**src/rtl/tsab_pkg.sv**
```systemverilog
// Package for the tolerance snap block with adaptive baseline.
// Holds shared widths, configuration register indexes, command codes and types.
// No dependencies.
`timescale 1ns / 1ps
`default_nettype none

package tsab_pkg;

    localparam int VALUE_BITS_DEF     = 32;
    localparam int RATE_FRAC_BITS_DEF = 16;
    localparam int SUM_BITS           = 48;
    localparam int CNT_BITS           = 32;
    localparam int CFG_IDX_BITS       = 2;

    localparam logic [CFG_IDX_BITS-1:0] CFG_TOLERANCE     = 2'd0;
    localparam logic [CFG_IDX_BITS-1:0] CFG_BASELINE_INIT = 2'd1;
    localparam logic [CFG_IDX_BITS-1:0] CFG_ADAPT_RATE    = 2'd2;

    localparam logic CMD_SNAP  = 1'b0;
    localparam logic CMD_CLEAR = 1'b1;

    // Control flags of one input item.
    typedef struct packed {
        logic command;
        logic expected_given;
        logic reload_baseline;
    } t_item_ctl;

endpackage

`default_nettype wire

```
**src/rtl/tsab_in_if.sv**
```systemverilog
// Input sample channel: valid/ready handshake with the input item fields.
// Depends on nothing; width comes from the VALUE_BITS parameter.
`timescale 1ns / 1ps
`default_nettype none

interface tsab_in_if #(
    parameter int VALUE_BITS = 32
);
    logic                  valid;
    logic                  ready;
    logic                  command;
    logic [VALUE_BITS-1:0] sample;
    logic [VALUE_BITS-1:0] expected_value;
    logic                  expected_given;
    logic                  reload_baseline;

    modport source (output valid, command, sample, expected_value, expected_given,
                    reload_baseline, input ready);
    modport sink   (input valid, command, sample, expected_value, expected_given,
                    reload_baseline, output ready);
endinterface

`default_nettype wire

```
**src/rtl/tsab_out_if.sv**
```systemverilog
// Result channel: valid/ready handshake with the result item fields.
// Uses tsab_pkg for the statistics widths.
`timescale 1ns / 1ps
`default_nettype none

interface tsab_out_if #(
    parameter int VALUE_BITS = 32
);
    logic                          valid;
    logic                          ready;
    logic [VALUE_BITS-1:0]         snapped_value;
    logic [VALUE_BITS-1:0]         delta;
    logic                          within_res;
    logic [tsab_pkg::CNT_BITS-1:0] snap_total;
    logic [tsab_pkg::CNT_BITS-1:0] miss_total;
    logic [VALUE_BITS-1:0]         peak_delta;
    logic [tsab_pkg::SUM_BITS-1:0] delta_sum;

    modport source (output valid, snapped_value, delta, within_res, snap_total, miss_total,
                    peak_delta, delta_sum, input ready);
    modport sink   (input valid, snapped_value, delta, within_res, snap_total, miss_total,
                    peak_delta, delta_sum, output ready);
endinterface

`default_nettype wire

```
**src/rtl/tsab_cfg_if.sv**
```systemverilog
// Configuration write channel: valid/ready with register index and data.
// Uses tsab_pkg for the index width.
`timescale 1ns / 1ps
`default_nettype none

interface tsab_cfg_if #(
    parameter int DATA_BITS = 32
);
    logic                              valid;
    logic                              ready;
    logic [tsab_pkg::CFG_IDX_BITS-1:0] index;
    logic [DATA_BITS-1:0]              data;

    modport source (output valid, index, data, input ready);
    modport sink   (input valid, index, data, output ready);
endinterface

`default_nettype wire

```
**src/rtl/tolerance_snap_adaptive_baseline.sv**
```systemverilog
// Top level of the tolerance snap block with adaptive baseline.
// Depends on tsab_pkg, tsab_in_if, tsab_out_if, tsab_cfg_if, tsab_cfg_regs
// and tsab_snap_core.
//
// Usage:
//   i_in carries one item per transaction: a snap command with a sample and an
//   optional expected value, or a clear command that zeroes the statistics
//   and optionally reloads the baseline. o_out returns exactly one result
//   transaction per input item, in order. i_cfg writes tolerance (index 0),
//   baseline_init (index 1) and adapt_rate (index 2); it is always ready and
//   should only be written while no items are in flight.
//   An accepted item is captured in the input register, and its result is
//   then registered in the output register, which drives o_out. Throughput
//   is one item per cycle while the receiver does not stall; the baseline
//   update (subtract, multiply by the rate, add) is combinational.
//   When the receiver stalls, the result is held in the output register and
//   the input register holds the next item; i_in.ready drops only when both
//   are full. Reset clears the registers, counters, statistics and baseline
//   to zero and empties both pipeline registers.
`timescale 1ns / 1ps
`default_nettype none

module tolerance_snap_adaptive_baseline #(
    parameter int VALUE_BITS     = tsab_pkg::VALUE_BITS_DEF,
    parameter int RATE_FRAC_BITS = tsab_pkg::RATE_FRAC_BITS_DEF
) (
    input wire logic     i_clk,
    input wire logic     i_rst_n,
    tsab_in_if.sink      i_in,
    tsab_out_if.source   o_out,
    tsab_cfg_if.sink     i_cfg
);

    localparam int V = VALUE_BITS;
    localparam int C = tsab_pkg::CNT_BITS;
    localparam int S = tsab_pkg::SUM_BITS;
    localparam int CFG_DATA_BITS = (VALUE_BITS > RATE_FRAC_BITS + 1) ?
                                   VALUE_BITS : RATE_FRAC_BITS + 1;

    logic [V-1:0]              w_tolerance;
    logic [V-1:0]              w_baseline_init;
    logic [RATE_FRAC_BITS:0]   w_adapt_rate;

    assign i_cfg.ready = 1'b1;

    tsab_cfg_regs #(
        .VALUE_BITS     (VALUE_BITS),
        .RATE_FRAC_BITS (RATE_FRAC_BITS),
        .DATA_BITS      (CFG_DATA_BITS)
    ) u_cfg (
        .i_clk           (i_clk),
        .i_rst_n         (i_rst_n),
        .i_wr            (i_cfg.valid),
        .i_index         (i_cfg.index),
        .i_data          (i_cfg.data[CFG_DATA_BITS-1:0]),
        .o_tolerance     (w_tolerance),
        .o_baseline_init (w_baseline_init),
        .o_adapt_rate    (w_adapt_rate)
    );

    // Input register stage.
    logic                r_in_valid;
    tsab_pkg::t_item_ctl r_in_ctl;
    logic [V-1:0]        r_in_sample;
    logic [V-1:0]        r_in_expected;

    // Output register stage.
    logic          r_out_valid;
    logic [V-1:0]  r_out_snapped;
    logic [V-1:0]  r_out_delta;
    logic          r_out_within;
    logic [C-1:0]  r_out_snap;
    logic [C-1:0]  r_out_miss;
    logic [V-1:0]  r_out_peak;
    logic [S-1:0]  r_out_sum;

    logic          w_advance;
    logic          w_fire;
    logic          w_in_take;

    logic [V-1:0]  w_snapped;
    logic [V-1:0]  w_delta;
    logic          w_within;
    logic [C-1:0]  w_snap;
    logic [C-1:0]  w_miss;
    logic [V-1:0]  w_peak;
    logic [S-1:0]  w_sum;

    assign w_advance  = !r_out_valid || o_out.ready;
    assign w_fire     = r_in_valid && w_advance;
    assign i_in.ready = !r_in_valid || w_advance;
    assign w_in_take  = i_in.valid && i_in.ready;

    always_ff @(posedge i_clk) begin
        if (!i_rst_n) begin
            r_in_valid <= 1'b0;
        end else if (i_in.ready) begin
            r_in_valid <= i_in.valid;
        end
        if (w_in_take) begin
            r_in_ctl.command         <= i_in.command;
            r_in_ctl.expected_given  <= i_in.expected_given;
            r_in_ctl.reload_baseline <= i_in.reload_baseline;
            r_in_sample              <= i_in.sample;
            r_in_expected            <= i_in.expected_value;
        end
    end

    tsab_snap_core #(
        .VALUE_BITS     (VALUE_BITS),
        .RATE_FRAC_BITS (RATE_FRAC_BITS)
    ) u_core (
        .i_clk           (i_clk),
        .i_rst_n         (i_rst_n),
        .i_fire          (w_fire),
        .i_ctl           (r_in_ctl),
        .i_sample        (r_in_sample),
        .i_expected      (r_in_expected),
        .i_tolerance     (w_tolerance),
        .i_baseline_init (w_baseline_init),
        .i_adapt_rate    (w_adapt_rate),
        .o_snapped       (w_snapped),
        .o_delta         (w_delta),
        .o_within        (w_within),
        .o_snap_total    (w_snap),
        .o_miss_total    (w_miss),
        .o_peak_delta    (w_peak),
        .o_delta_sum     (w_sum)
    );

    always_ff @(posedge i_clk) begin
        if (!i_rst_n) begin
            r_out_valid <= 1'b0;
        end else if (w_advance) begin
            r_out_valid <= r_in_valid;
        end
        if (w_fire) begin
            r_out_snapped <= w_snapped;
            r_out_delta   <= w_delta;
            r_out_within  <= w_within;
            r_out_snap    <= w_snap;
            r_out_miss    <= w_miss;
            r_out_peak    <= w_peak;
            r_out_sum     <= w_sum;
        end
    end

    assign o_out.valid         = r_out_valid;
    assign o_out.snapped_value = r_out_snapped;
    assign o_out.delta         = r_out_delta;
    assign o_out.within_res    = r_out_within;
    assign o_out.snap_total    = r_out_snap;
    assign o_out.miss_total    = r_out_miss;
    assign o_out.peak_delta    = r_out_peak;
    assign o_out.delta_sum     = r_out_sum;

    // A snapped result never reports a delta above the tolerance.
    a_within_tol: assert property (@(posedge i_clk) disable iff (!i_rst_n)
        (r_out_valid && r_out_within) |-> (r_out_delta <= w_tolerance))
        else $error("snapped result with delta above tolerance");

    // The peak delta always covers the delta of the same result.
    a_peak_covers: assert property (@(posedge i_clk) disable iff (!i_rst_n)
        r_out_valid |-> (r_out_peak >= r_out_delta))
        else $error("peak delta below current delta");

    // An item held in the input register during a stall is not lost.
    a_in_hold: assert property (@(posedge i_clk) disable iff (!i_rst_n)
        (r_in_valid && !w_advance) |=> (r_in_valid && $stable(r_in_sample)))
        else $error("stalled input item dropped");

endmodule

`default_nettype wire

```
**src/rtl/tsab_cfg_regs.sv**
```systemverilog
// Configuration register file: tolerance, baseline reload value, adaptation rate.
// Uses tsab_pkg for register indexes.
`timescale 1ns / 1ps
`default_nettype none

module tsab_cfg_regs #(
    parameter int VALUE_BITS     = tsab_pkg::VALUE_BITS_DEF,
    parameter int RATE_FRAC_BITS = tsab_pkg::RATE_FRAC_BITS_DEF,
    parameter int DATA_BITS      = VALUE_BITS
) (
    input  wire logic                              i_clk,
    input  wire logic                              i_rst_n,
    input  wire logic                              i_wr,
    input  wire logic [tsab_pkg::CFG_IDX_BITS-1:0] i_index,
    input  wire logic [DATA_BITS-1:0]              i_data,
    output logic [VALUE_BITS-1:0]                  o_tolerance,
    output logic [VALUE_BITS-1:0]                  o_baseline_init,
    output logic [RATE_FRAC_BITS:0]                o_adapt_rate
);

    logic [VALUE_BITS-1:0]     r_tolerance;
    logic [VALUE_BITS-1:0]     r_baseline_init;
    logic [RATE_FRAC_BITS:0]   r_adapt_rate;

    always_ff @(posedge i_clk) begin
        if (!i_rst_n) begin
            r_tolerance     <= '0;
            r_baseline_init <= '0;
            r_adapt_rate    <= '0;
        end else if (i_wr) begin
            unique case (i_index)
                tsab_pkg::CFG_TOLERANCE:     r_tolerance     <= i_data[VALUE_BITS-1:0];
                tsab_pkg::CFG_BASELINE_INIT: r_baseline_init <= i_data[VALUE_BITS-1:0];
                tsab_pkg::CFG_ADAPT_RATE:    r_adapt_rate    <= i_data[RATE_FRAC_BITS:0];
                default: begin
                    // Writes to unused indexes are dropped.
                end
            endcase
        end
    end

    assign o_tolerance     = r_tolerance;
    assign o_baseline_init = r_baseline_init;
    assign o_adapt_rate    = r_adapt_rate;

endmodule

`default_nettype wire

```
**src/rtl/tsab_snap_core.sv**
```systemverilog
// Snap datapath and running state: baseline, counters, peak and sum of deltas.
// Computes one result per fired item; uses tsab_pkg for widths and codes.
`timescale 1ns / 1ps
`default_nettype none

module tsab_snap_core #(
    parameter int VALUE_BITS     = tsab_pkg::VALUE_BITS_DEF,
    parameter int RATE_FRAC_BITS = tsab_pkg::RATE_FRAC_BITS_DEF
) (
    input  wire logic                          i_clk,
    input  wire logic                          i_rst_n,
    input  wire logic                          i_fire,
    input  wire tsab_pkg::t_item_ctl           i_ctl,
    input  wire logic [VALUE_BITS-1:0]         i_sample,
    input  wire logic [VALUE_BITS-1:0]         i_expected,
    input  wire logic [VALUE_BITS-1:0]         i_tolerance,
    input  wire logic [VALUE_BITS-1:0]         i_baseline_init,
    input  wire logic [RATE_FRAC_BITS:0]       i_adapt_rate,
    output logic [VALUE_BITS-1:0]              o_snapped,
    output logic [VALUE_BITS-1:0]              o_delta,
    output logic                               o_within,
    output logic [tsab_pkg::CNT_BITS-1:0]      o_snap_total,
    output logic [tsab_pkg::CNT_BITS-1:0]      o_miss_total,
    output logic [VALUE_BITS-1:0]              o_peak_delta,
    output logic [tsab_pkg::SUM_BITS-1:0]      o_delta_sum
);

    localparam int V = VALUE_BITS;
    localparam int F = RATE_FRAC_BITS;
    localparam int S = tsab_pkg::SUM_BITS;
    localparam int C = tsab_pkg::CNT_BITS;
    localparam logic [F:0] RATE_ONE = {1'b1, {F{1'b0}}};

    logic [V-1:0] r_baseline;
    logic [C-1:0] r_snap;
    logic [C-1:0] r_miss;
    logic [V-1:0] r_peak;
    logic [S-1:0] r_sum;

    logic [V-1:0] n_baseline;
    logic [C-1:0] n_snap;
    logic [C-1:0] n_miss;
    logic [V-1:0] n_peak;
    logic [S-1:0] n_sum;

    logic [V-1:0]          w_ref;
    logic [V:0]            w_diff;
    logic [V:0]            w_mag;
    logic [V-1:0]          w_delta;
    logic                  w_within;
    logic [V:0]            w_dbase;
    logic [F:0]            w_rate;
    logic signed [V+F+2:0] w_prod;
    logic [V:0]            w_step;
    logic [V:0]            w_base_sum;
    logic [S:0]            w_sum_ext;

    always_comb begin
        w_ref    = i_ctl.expected_given ? i_expected : r_baseline;
        w_diff   = {i_sample[V-1], i_sample} - {w_ref[V-1], w_ref};
        w_mag    = w_diff[V] ? (~w_diff + {{V{1'b0}}, 1'b1}) : w_diff;
        w_delta  = w_mag[V] ? {V{1'b1}} : w_mag[V-1:0];
        w_within = (w_delta <= i_tolerance);

        // On a snap within tolerance, the baseline steps toward the sample, whichever reference was used.
        w_dbase    = {i_sample[V-1], i_sample} - {r_baseline[V-1], r_baseline};
        w_rate     = (i_adapt_rate > RATE_ONE) ? RATE_ONE : i_adapt_rate;
        w_prod     = $signed(w_dbase) * $signed({1'b0, w_rate});
        // Arithmetic shift right by F; the step never exceeds the difference in size.
        w_step     = w_prod[V+F:F];
        w_base_sum = {r_baseline[V-1], r_baseline} + w_step;

        w_sum_ext = {1'b0, r_sum} + (S+1)'(w_delta);

        n_baseline = r_baseline;
        n_snap     = r_snap;
        n_miss     = r_miss;
        n_peak     = r_peak;
        n_sum      = r_sum;
        o_snapped  = '0;
        o_delta    = '0;
        o_within   = 1'b0;

        if (i_ctl.command == tsab_pkg::CMD_CLEAR) begin
            if (i_ctl.reload_baseline) begin
                n_baseline = i_baseline_init;
            end
            n_snap = '0;
            n_miss = '0;
            n_peak = '0;
            n_sum  = '0;
        end else begin
            o_delta   = w_delta;
            o_within  = w_within;
            o_snapped = w_within ? w_ref : i_sample;
            n_peak    = (w_delta > r_peak) ? w_delta : r_peak;
            n_sum     = w_sum_ext[S] ? {S{1'b1}} : w_sum_ext[S-1:0];
            if (w_within) begin
                n_snap     = (r_snap == {C{1'b1}}) ? r_snap : r_snap + {{(C-1){1'b0}}, 1'b1};
                n_baseline = w_base_sum[V-1:0];
            end else begin
                n_miss = (r_miss == {C{1'b1}}) ? r_miss : r_miss + {{(C-1){1'b0}}, 1'b1};
            end
        end
    end

    always_ff @(posedge i_clk) begin
        if (!i_rst_n) begin
            r_baseline <= '0;
            r_snap     <= '0;
            r_miss     <= '0;
            r_peak     <= '0;
            r_sum      <= '0;
        end else if (i_fire) begin
            r_baseline <= n_baseline;
            r_snap     <= n_snap;
            r_miss     <= n_miss;
            r_peak     <= n_peak;
            r_sum      <= n_sum;
        end
    end

    assign o_snap_total = n_snap;
    assign o_miss_total = n_miss;
    assign o_peak_delta = n_peak;
    assign o_delta_sum  = n_sum;

endmodule

`default_nettype wire
```
**src/flat_wrapper.sv**
```systemverilog
// flat-port wrapper written by rule: the top's interface ports become plain ports
module tolerance_snap_adaptive_baseline_flat 
#(
    parameter int VALUE_BITS     = tsab_pkg::VALUE_BITS_DEF,
    parameter int RATE_FRAC_BITS = tsab_pkg::RATE_FRAC_BITS_DEF
)
  (i_clk, i_rst_n, i_in_valid, i_in_command, i_in_sample, i_in_expected_value, i_in_expected_given, i_in_reload_baseline, i_in_ready, o_out_valid, o_out_snapped_value, o_out_delta, o_out_within_res, o_out_snap_total, o_out_miss_total, o_out_peak_delta, o_out_delta_sum, o_out_ready, i_cfg_valid, i_cfg_index, i_cfg_data, i_cfg_ready);
  tsab_in_if #(.VALUE_BITS(VALUE_BITS)) i_in_i ();
  tsab_out_if #(.VALUE_BITS(VALUE_BITS)) o_out_i ();
  tsab_cfg_if i_cfg_i ();
  input wire logic i_clk;
  input wire logic i_rst_n;
  input wire logic [$bits(i_in_i.valid)-1:0] i_in_valid;
  input wire logic [$bits(i_in_i.command)-1:0] i_in_command;
  input wire logic [$bits(i_in_i.sample)-1:0] i_in_sample;
  input wire logic [$bits(i_in_i.expected_value)-1:0] i_in_expected_value;
  input wire logic [$bits(i_in_i.expected_given)-1:0] i_in_expected_given;
  input wire logic [$bits(i_in_i.reload_baseline)-1:0] i_in_reload_baseline;
  output wire logic [$bits(i_in_i.ready)-1:0] i_in_ready;
  output wire logic [$bits(o_out_i.valid)-1:0] o_out_valid;
  output wire logic [$bits(o_out_i.snapped_value)-1:0] o_out_snapped_value;
  output wire logic [$bits(o_out_i.delta)-1:0] o_out_delta;
  output wire logic [$bits(o_out_i.within_res)-1:0] o_out_within_res;
  output wire logic [$bits(o_out_i.snap_total)-1:0] o_out_snap_total;
  output wire logic [$bits(o_out_i.miss_total)-1:0] o_out_miss_total;
  output wire logic [$bits(o_out_i.peak_delta)-1:0] o_out_peak_delta;
  output wire logic [$bits(o_out_i.delta_sum)-1:0] o_out_delta_sum;
  input wire logic [$bits(o_out_i.ready)-1:0] o_out_ready;
  input wire logic [$bits(i_cfg_i.valid)-1:0] i_cfg_valid;
  input wire logic [$bits(i_cfg_i.index)-1:0] i_cfg_index;
  input wire logic [$bits(i_cfg_i.data)-1:0] i_cfg_data;
  output wire logic [$bits(i_cfg_i.ready)-1:0] i_cfg_ready;
  assign i_in_i.valid = i_in_valid;
  assign i_in_i.command = i_in_command;
  assign i_in_i.sample = i_in_sample;
  assign i_in_i.expected_value = i_in_expected_value;
  assign i_in_i.expected_given = i_in_expected_given;
  assign i_in_i.reload_baseline = i_in_reload_baseline;
  assign i_in_ready = i_in_i.ready;
  assign o_out_valid = o_out_i.valid;
  assign o_out_snapped_value = o_out_i.snapped_value;
  assign o_out_delta = o_out_i.delta;
  assign o_out_within_res = o_out_i.within_res;
  assign o_out_snap_total = o_out_i.snap_total;
  assign o_out_miss_total = o_out_i.miss_total;
  assign o_out_peak_delta = o_out_i.peak_delta;
  assign o_out_delta_sum = o_out_i.delta_sum;
  assign o_out_i.ready = o_out_ready;
  assign i_cfg_i.valid = i_cfg_valid;
  assign i_cfg_i.index = i_cfg_index;
  assign i_cfg_i.data = i_cfg_data;
  assign i_cfg_ready = i_cfg_i.ready;
  tolerance_snap_adaptive_baseline #(.VALUE_BITS(VALUE_BITS), .RATE_FRAC_BITS(RATE_FRAC_BITS)) u_core (.i_clk(i_clk), .i_rst_n(i_rst_n), .i_in(i_in_i), .o_out(o_out_i), .i_cfg(i_cfg_i));
endmodule
```
**config.mk**
```make
export PLATFORM = sky130hd
export DESIGN_NAME = tolerance_snap_adaptive_baseline_flat
export DESIGN_NICKNAME = d
export VERILOG_FILES = /design/src/rtl/tsab_pkg.sv /design/src/rtl/tsab_in_if.sv /design/src/rtl/tsab_out_if.sv /design/src/rtl/tsab_cfg_if.sv /design/src/rtl/tolerance_snap_adaptive_baseline.sv /design/src/rtl/tsab_cfg_regs.sv /design/src/rtl/tsab_snap_core.sv /design/src/flat_wrapper.sv
export SDC_FILE = /design/constraint.sdc
export NUM_CORES = 2
export LEC_CHECK = 0
export BUFFER_PORTS_ARGS = -buffer_cell sky130_fd_sc_hd__buf_4
export CAP_MARGIN = 25
export CORE_ASPECT_RATIO = 0.8
export CORE_MARGIN = 2
export CORE_UTILIZATION = 45
export CTS_CLUSTER_DIAMETER = 80
export DETAILED_ROUTE_END_ITERATION = 10
export MAX_ROUTING_LAYER = met4
export PLACE_DENSITY = 0.58
export SYNTH_ARGS = -nofsm -noshare
export SYNTH_HDL_FRONTEND = slang
export SYNTH_SLANG_ARGS = --single-unit
```
**constraint.sdc**
```tcl
create_clock -name i_clk -period 15.85 [get_ports i_clk]
set_input_delay 0.7925 -clock i_clk [delete_from_list [all_inputs] [get_ports i_clk]]
set_output_delay 0.7925 -clock i_clk [all_outputs]
set_load 0.1 [all_outputs]
```
# ---- Yosys cells after proc, flatten, opt, wreduce, memory -nomap -nowiden
# Cells that the tools add are included.
# W data, S select, Z words.
dict set report totals {
  register_bits 535
  out_inout_bits 212
  elab_cells 69
}
dict set report op_classes {
  add_sub_neg 7
  multipliers 1
  magnitude_cmp 3
  eq_ne 5
  muxes 18
  n_bitwise 1
  n_reduce_logical 12
}
# operator n
set ops {}
lappend ops {{$mux W32} 14}
lappend ops {{$mux W48} 2}
lappend ops {{$sub A32 B32 Y33} 2}
lappend ops {{$add A32 B1 Y32 const B} 2}
lappend ops {{$eq A32 B32 Y1 const B} 2}
lappend ops {{$add A48 B32 Y49} 1}
lappend ops {{$mul A33 B18 Y48} 1}
lappend ops {{$add A33 B1 Y33 const B} 1}
lappend ops {{$mux W33} 1}
lappend ops {{$not A33 Y33} 1}
lappend ops {{$add A32 B32 Y32} 1}
lappend ops {{$gt A32 B32 Y1} 1}
lappend ops {{$le A32 B32 Y1} 1}
lappend ops {{$gt A17 B17 Y1 const B} 1}
lappend ops {{$mux W17} 1}
lappend ops {{$reduce_and A2 Y1} 3}
lappend ops {{$reduce_and A3 Y1} 1}
lappend ops {{$eq A2 B1 Y1 const B} 1}
lappend ops {{$eq A2 B2 Y1 const B} 1}
lappend ops {{$logic_and A1 B1 Y1} 2}
lappend ops {{$logic_not A1 Y1} 2}
lappend ops {{$logic_not A2 Y1} 1}
lappend ops {{$logic_or A1 B1 Y1} 2}
lappend ops {{$ne A2 B2 Y1 const B} 1}
lappend ops {{$reduce_bool A2 Y1} 1}

# ---- Logic depth before layout (Yosys ltp)
dict set report depth {
  word_depth 9
  mapped_depth 51
  mapped_depth_nobuf 50
}

# ---- Hierarchy
# From an unflattened synthesis, not the netlist that was laid out.
dict set report unflattened {
  cells_unflattened 5447
  area_unflattened_um2 49298.5
}
# mod n_inst cells_per_inst area_each_um2
set modules_own_cells {}
lappend modules_own_cells {tsab_snap_core 1 4859 37810.0}
lappend modules_own_cells {tolerance_snap_adaptive_baseline 1 287 8403.1}
lappend modules_own_cells {tsab_cfg_regs 1 301 3085.5}

# ---- Least setup slack after synthesis
# OpenSTA, ideal clock, no wires.
dict set report synth_timing {
  path_kind {reg-to-reg}
  startpoint {register u_core.u_core.r_baseline[1]}
  endpoint {register u_core.u_core.r_baseline[31]}
  arrival_time_ns 10.971
  required_time_ns 15.780
  path_slack_ns 4.809
  path_stages_with_launch 50
  n_path_buf 1
  synth_period_minus_slack_ns 11.041
  path_cell_list {dfxtp_1 -> inv_1 -> ha_1 -> nor2b_1 -> o2111ai_1 -> nand3_1 -> a21o_1 -> a21oi_1 -> o21bai_1 -> a21oi_1 -> o21bai_1 -> a21oi_1 -> xnor2_1 -> clkbuf_1 -> nand2_1 -> fa_1 -> fa_1 -> fa_1 -> [... 14 more ...] -> o21a_1 -> nor2_1 -> nor2b_1 -> nor2_1 -> xnor2_1 -> ha_1 -> nand4_1 -> nor2_1 -> a211oi_1 -> o21ai_0 -> a31oi_1 -> nor2b_1 -> a211o_1 -> a21o_1 -> a21o_1 -> xnor2_1 -> xnor3_1 -> a21oi_1}
}
dict set report synth_between {
  elab_chain_len 9
  elab_cells_between_ends 14
  classes_between {add/sub: 4; mul: 1; order compare: 1; mux: 5; bitwise: 1; reduce/logical: 2}
}
# element line_no
set synth_rtl {}
lappend synth_rtl {{from (decl)} tsab_snap_core.sv:34} ;# logic [V-1:0] r_baseline;
lappend synth_rtl {{from (signal assigned)} tsab_snap_core.sv:115} ;# r_baseline <= n_baseline;
lappend synth_rtl {{branches (longest 9 deep; another with $mul A33 B18 Y48)} -}
# Parallel ways; which one is timed is not known. The select of a mux whose other input is x is not followed.
# A chain may end at the register's enable or synchronous reset.

# ---- Worst setup path in the final report
dict set report layout_timing {
  startpoint {register u_core.r_in_sample[2]}
  endpoint {register u_core.u_core.r_baseline[31]}
}
dict set report layout_between {
  elab_chain_len 8
  elab_cells_between_ends 13
  classes_between {add/sub: 4; mul: 1; order compare: 1; mux: 4; bitwise: 1; reduce/logical: 2}
}
# element line_no
set layout_rtl {}
lappend layout_rtl {{from (decl)} tolerance_snap_adaptive_baseline.sv:64} ;# logic [V-1:0] r_in_sample;
lappend layout_rtl {{from (signal assigned)} tolerance_snap_adaptive_baseline.sv:104} ;# r_in_sample <= i_in.sample;
lappend layout_rtl {{branches (longest 8 deep; another with $mul A33 B18 Y48)} -}
# Parallel ways; which one is timed is not known. The select of a mux whose other input is x is not followed.

==> impl_metrics.yaml <==
die:
  dieWidth_microns: 372
  num_rows: 108
  core_sq_um: 108000
  num_io_pins: 318
  die_y_microns: 298
  dieArea_sq_um: 111000
  initial_utilization: 0.452
clocking:
  cts.sinks: 535
  cts.htree.levels: 2
  cts_tree: "done"
  clk_pin_slew_ps: 70
  post_cts_buffers: 0
  cts_max_path_buffers: 3
  cts_resized: 0
  clk_latency_ps: 620
  cts-root-buf: "clkbuf_16"
  cts_buffers: 51
  cts_hold_buf: 0
critical_path:
  worstSetupStartpointType: "flop"
  cpMostUsedCell: "fa_1"
  cp_top_family: "compound AO/OA/AOI/OAI gates"
  cp.depth: 42
  worstSetupEndpointType: "flop"
  required_ps: 16400
  cp.arrival_ps: 13300
  cp_max_fo: 11
  r2r_cells: 42
  path_class: "reg2reg"
  crit_path_max_incr_delay_ps: 640
  path_buf_inv: 4
  timing.reg2reg.setup_slack_ps: 3100
  crit_slowest_cell: "a2111oi_0"
yosys:
  yosys.area_share.simple: 0.157
  synth_compound_area_frac: 0.135
  synth-seq-area-share: 0.276
  synth_adder_area_share: 0.292
  netlist.area_leader.share: 0.213
  synth.distinct_cells: 100
  synth_area_sq_um: 48800
  yosysWarnings: 0
  syn_inst: 5509
  ys_ff_latch: 535
  muxShareOfSynthArea: 0.00805
  synth_edf_count: 276
  synth_top_flop_cell: "edfxtp_1"
  synthTopCellsByArea: "fa_1 21%, edfxtp_1 17%, dfxtp_1 11%"
  yosys.area.top_type: "fa_1"
  synthXorXnorAreaFrac: 0.0492
  synth_top_family_by_area: "adder cells"
  async_reset_ff_frac: 0
  synth_area_per_cell_sq_um: 8.85
  synth_nets: 6441
detailed_routing:
  routed_wl_microns: 157000
  via_per_inst: 5.56
  vias: 39900
  drtIter0Drc: 3288
  wire_per_inst_microns: 21.9
  ant_nets: 0
  drc_errors: 0
  firstDrtPassIters: 6
finish:
  multi_input_area_sq_um: 31400
  area_growth_pct: 11.4
  ff_latch_area_sq_um: 13500
  finalNonFillerCells: 7177
  drive_gt1_frac: 0.0948
  layout_commonest_cell: "inv_1"
  fillCellCount: 10300
  layout_common_cells: "802 x inv_1, 645 x nand2_1, 629 x nor2_1"
  layout.nets: 6629
grt:
  grt_max_degree: 175
  grt_first_pass_wirelength_microns: 238000
  grt_use_total: 0.290
  overflow: 0
  grt_pass1_vias: 38600
  antenna_found_initial: 8
placement:
  gp_congestion: 0.949
  portBuffers: 316
  dp.final_hpwl_microns: 120000
  dp_cells: 7072
timing:
  setup-tns-final_ps: 0
  hold_viol: 0
  worst_pin_slew_ps: 1100
  max_freq_ghz: 0.0784
  fin_skew_ps: 19.6
  setup_violations: 0
  post-route-min-period_ps: 12750
  slew_viol_final: 0
  grt_setup_unrepaired: "false"
  timing.slew.headroom: 0.262
  period_share: 0.804
outcome:
  status: "finished clean"
power:
  power_mw: 6.17
  vdd_drop_max_mv: 0.100
  p_leak_nw: 23.8
  power.density_nw_per_um2: 113
min_path:
  hold_path_class: "in2reg"
  holdPathStages: 1
run:
  maxCapViolCount: 0
final timing paths:
kind                                               endpoint                                       from
setup / recovery  u_core.u_core.r_baseline[31]$_SDFFE_PN0P_            u_core.r_in_sample[2]$_DFFE_PP_
hold / removal                 u_core.r_in_ctl[1]$_DFFE_PP_                        i_in_expected_given
setup reg to reg  u_core.u_core.r_baseline[31]$_SDFFE_PN0P_            u_core.r_in_sample[2]$_DFFE_PP_
hold reg to reg   u_core.u_cfg.o_tolerance[26]$_SDFFE_PN0P_  u_core.u_cfg.o_tolerance[26]$_SDFFE_PN0P_
stage by stage:
stage | setup WS, ps | cell area [sq um] | hold WS [ps] | utilization
finish | 3100 | 54400 | 342 | 0.504
global placement | 3430 | 52600 | 443 | 0.487
floorplan | 4810 | 48800 | 431 | -
global route | 2320 | 54400 | 321 | 0.503
detailed placement | 3330 | 52600 | 450 | 0.488
CTS | 3250 | 54300 | 313 | 0.503
cells by family after synthesis:
group | after synthesis
adders and majority gates | 826
muxes | 39
AOI/OAI and AO/OA | 1037
buffers and inverters | 1064
other | 1
xor gates and xnor gates | 268
and+or+nand+nor | 1739
DFF | 535
layout make-up:
type / instances / area share
Timing Repair Buffer: 394 / 0.0556
Clock buffer: 66 / 0.0258
Multi-Input combinational cell: 3910 / 0.577
Inverter: 805 / 0.0558
Tap cell: 1430 / 0.0329
Clock inverter: 30 / 0.00460
Sequential cell: 535 / 0.248
Antenna cell: 7 / 0.000322
metal layers:
layer / vias up / track usage / share of wire
met5: - / - / 0
met4: 0 / 0.0584 / 0.021
met3: 193 / 0.0439 / 0.085
met2: 1463 / 0.419 / 0.43
met1: 19700 / 0.429 / 0.46
li1: 18600 / - / -
report_power, final:
group	leakage, nW	internal, mW	switching, mW
clock network	0.819	0.680	0.580
logic	18.3	1.04	2.22
registers	4.70	1.59	0.0626
synth_stat cells (16+ instances only):
cell type and n:
nand2_1 650, a22o_1 20, nor3_1 50, and3_1 43
mux2i_1 37, xor2_1 112, nand4_1 42, o31ai_1 31
ha_1 308, nand3_1 82, o21ai_0 174, edfxtp_1 276
nor2b_1 52, nand2b_1 43, o21a_1 43, a31oi_1 64
xnor2_1 153, a21o_1 92, a21oi_1 382, buf_1 16
clkbuf_1 232, a311oi_1 19, nor2_1 631, a211oi_1 71
inv_1 802, dfxtp_1 259, and2_1 38, fa_1 518
nor4_1 20, or3_1 24
No activity file was read; power rests on OpenSTA's default activity.
